<file path="config.mk">
export PLATFORM = sky130hd
export DESIGN_NAME = xbd_ram
export DESIGN_NICKNAME = d
export VERILOG_FILES = /design/src/rtl/core/xbd_ram.sv
export SDC_FILE = /design/constraint.sdc
export NUM_CORES = 1
export LEC_CHECK = 0
export BUFFER_PORTS_ARGS = -buffer_cell sky130_fd_sc_hd__buf_2
export CAP_MARGIN = 10
export CORE_AREA = 2 2 92 94
export DETAILED_ROUTE_END_ITERATION = 7
export DIE_AREA = 0 0 94 96
export GPL_ROUTABILITY_DRIVEN = 0
export GPL_TIMING_DRIVEN = 0
export PLACE_DENSITY = 0.83
export RECOVER_POWER = 25
export SLEW_MARGIN = 20
export SYNTH_ARGS = -nofsm -noshare
export SYNTH_HDL_FRONTEND = slang
export SYNTH_SLANG_ARGS = --single-unit
</file>
<file path="constraint.sdc">
create_clock -name clk -period 3.3 [get_ports clk]
set_clock_uncertainty 0.05 [all_clocks]
set_input_delay 0.495 -clock clk [delete_from_list [all_inputs] [get_ports clk]]
set_output_delay 0.495 -clock clk [all_outputs]
set_load 0.05 [all_outputs]
</file>
<file path="src/rtl/core/xbd_ram.sv">
// ----------------------------------------------------------------------------
// xbd_ram
// Generic single write port, single read port RAM with registered read data.
// ----------------------------------------------------------------------------
module xbd_ram #(
  parameter int WIDTH = 8,
  parameter int DEPTH = 16
) (
  input  logic                     clk,
  input  logic                     we,
  input  logic [$clog2(DEPTH)-1:0] waddr,
  input  logic [WIDTH-1:0]         wdata,
  input  logic [$clog2(DEPTH)-1:0] raddr,
  output logic [WIDTH-1:0]         rdata
);

  logic [WIDTH-1:0] mem [DEPTH];

  always_ff @(posedge clk) begin
    if (we) begin
      mem[waddr] <= wdata;
    end
    rdata <= mem[raddr];
  end

endmodule

</file>
==> run_results.csv <==
group,metric,value,unit
synth,synth_nets,247,
synth,syn_inst,229,
detailed_routing,post_drt_via_cell_ratio,6.38,
floorplan,start_util,0.639,
detailed_routing,num_vias,2490,
placed_design,placement.io_buffers,24,
critical_path,r2r_cells,3,
sta,post-route-period-util,0.511,
pwr,power_density,694,nW/um^2
synth,ys_types,19,
detailed_routing,first_iter_violations,397,
min_path,hp-start,"wdata[1]",
placed_design,dpl.hpwl,5.82,mm
critical_path,rrSetupSlack,1.76,ns
placed_design,dp_slack,1.08,ns
final_layout,layout.cells.non_filler,390,
clocking,cts.repair.resized,0,
final_layout,fin_area,6060,sq um
floorplan,die_area,9020,sq um
placed_design,dp_cells,358,
critical_path,cp.arrival,1.78,ns
final_layout,diodes,0,
detailed_routing,drtPass1Iterations,4,
placed_design,dpl-instance-area,5410,sq um
critical_path,r2r_start,"mem[5][0]$_DFFE_PP_",
floorplan,ios,26,
synth,syn_area_per_cell,22.5,sq um
critical_path,r2r_end,"rdata[0]$_DFF_P_",
sta,worst_pin_slew,0.776,ns
sta,hold_viol,0,
global_routing,grt_max_degree,17,
min_path,min_to,"mem[15][1]$_DFFE_PP_",
global_routing,grt_pass1_vias,2494,
sta,period_needed,1.69,ns
clocking,cts_tree,"built",
critical_path,crit_required,3.39,ns
pwr,power,4.21,mW
sta,max_freq,0.593,GHz
pwr,peakVddDrop,568,uV
floorplan,num_rows,33,
flow_run,maxCapViolCount,0,
sta,hold_slack,0.350,ns
clocking,cts_buffers,17,
clocking,clock_path_buffers,2,
synth,synth_seq_area_share,0.778,
sta,setup_viol,0,
floorplan,die-width,94,um
clocking,htreeDepth,4,
pwr,leakagePower,2.04,nW
final_layout,area_growth_syn_to_layout,17.7,%
floorplan,fp.dieH,96,um
critical_path,startpoint_type,"primary input",
critical_path,critPathKind,"primary input to register",
clocking,clk_latency,0.52,ns
clocking,postCtsSetupBuffers,0,
global_routing,grt_pass1_wl,14.8,mm
final_layout,nets,290,
final_layout,drive_gt1_frac,0.281,
sta,drv_slew,0,
detailed_routing,wire_per_inst,25.1,um
clocking,clkSinkCount,136,
min_path,hold_class,"primary input to register",
sta,fin_ws,1.61,ns
clocking,clockRootBuffer,"clkbuf_8",
final_layout,fillCellCount,430,
sta,grt_setup_unrepaired,"false",
critical_path,cp-end-kind,"register",
detailed_routing,route.detailed.drc,0,
min_path,whs_path_depth,1,
critical_path,path_max_fanout,8,
clocking,cts.clk_slew.worst_paths,0.06,ns
global_routing,track_usage,0.244,
sta,slew_headroom,0.481,
detailed_routing,ant_nets,0,
sta,setup-tns-final,0,ns
global_routing,antenna_found_initial,0,
run_status,status,"finished, final reports clean",
detailed_routing,routed_wl,9.78,mm
clocking,cts-hold-fix-buffers,0,
synth,synthesis.area,5150,sq um
final_layout,postLayoutCoreUtil,0.753,
synth,yosysWarnings,0,
synth,ys_ff_latch,136,
global_routing,grt_overflow,0,
floorplan,core_region_area,8050,sq um
-- logic make-up after synthesis --
family | count (synthesis) | share of synthesized area
mux | 32 | 0.150
buf+inv | 10 | 0.0168
simple gates | 35 | 0.0318
compound gates | 16 | 0.0233
flops | 136 | 0.778
-- cell usage in the layout, fill, tap and decap left out, types with 4 or more instances in the layout --
master     count
mux4_1        14
clkbuf_16     16
nor2_1        13
clkbuf_1       6
buf_2         22
edfxtp_1     128
nand2_1        9
dfxtp_1        8
a22oi_1       16
nor3_2         4
bufinv_16      6
mux4_2        18
-- power by group --
part	leakage, nW	switching (mW)	total (mW)	internal (mW)
registers	1.22	0.0101	1.94	1.93
logic	0.506	0.147	0.223	0.0761
clock network	0.307	0.671	2.04	1.37
total	2.04	0.828	4.21	3.38
-- Yosys cell counts --
master,n,share of area
and2b_1,1,0.0015
nand2b_1,2,0.0024
a22oi_1,16,0.023
edfxtp_1,128,0.75
mux4_2,18,0.079
dfxtp_1,8,0.031
nor2b_1,1,0.0012
buf_2,3,0.0029
or3b_2,1,0.0017
clkdlybuf4s25_2,3,0.0058
buf_4,1,0.0015
and2_1,1,0.0012
nor2_1,13,0.0095
nand3_1,1,0.00097
nand2_1,9,0.0066
buf_6,3,0.0066
nor3_1,4,0.0039
mux4_1,14,0.071
nand3b_1,2,0.0029
-- cell type report --
cell class,instances,area [sq um],share of cell area
well taps,105,131,0.0217
clock inverters,14,229,0.0378
multi-input cells,83,1080,0.178
plain buffers,10,86.3,0.0142
repair buffers,24,114,0.0188
clock buffers,18,418,0.0690
flip-flops and latches,136,4000,0.661
-- state kept, by name, summed over array words and instances (netlist names) --
register and cells:
mem 128, rdata 8
-- worst max path at each step --
| stage | end | cells past startpoint | from | slack [ns] |
|---|---|---|---|---|
| detailed placement | mem[3][2]$_DFFE_PP_ | 3 | waddr[2] | 1.08 |
| CTS | mem[3][0]$_DFFE_PP_ | 3 | waddr[2] | 1.62 |
| finish | mem[3][0]$_DFFE_PP_ | 3 | waddr[2] | 1.61 |
| global placement | mem[0][2]$_DFFE_PP_ | 3 | waddr[2] | 0.76 |
| global route | mem[2][0]$_DFFE_PP_ | 3 | waddr[2] | 1.56 |
| floorplan | mem[0][0]$_DFFE_PP_ | 2 | waddr[2] | 1.26 |
-- worst max-delay path, cell delays in order --
cell and delay, ns:
buf_2 0.12, or3b_2 0.54, nor2_1 0.62
-- layer usage --
| metal | share of wire | vias up | GRT usage |
|---|---|---|---|
| li1 | - | 1062 | - |
| met1 | 0.39 | 1272 | 0.339 |
| met2 | 0.51 | 142 | 0.383 |
| met3 | 0.084 | 14 | 0.0650 |
| met4 | 0.016 | 0 | 0.0906 |
| met5 | 0 | - | 0 |
Power figures use the tool's default switching activity.
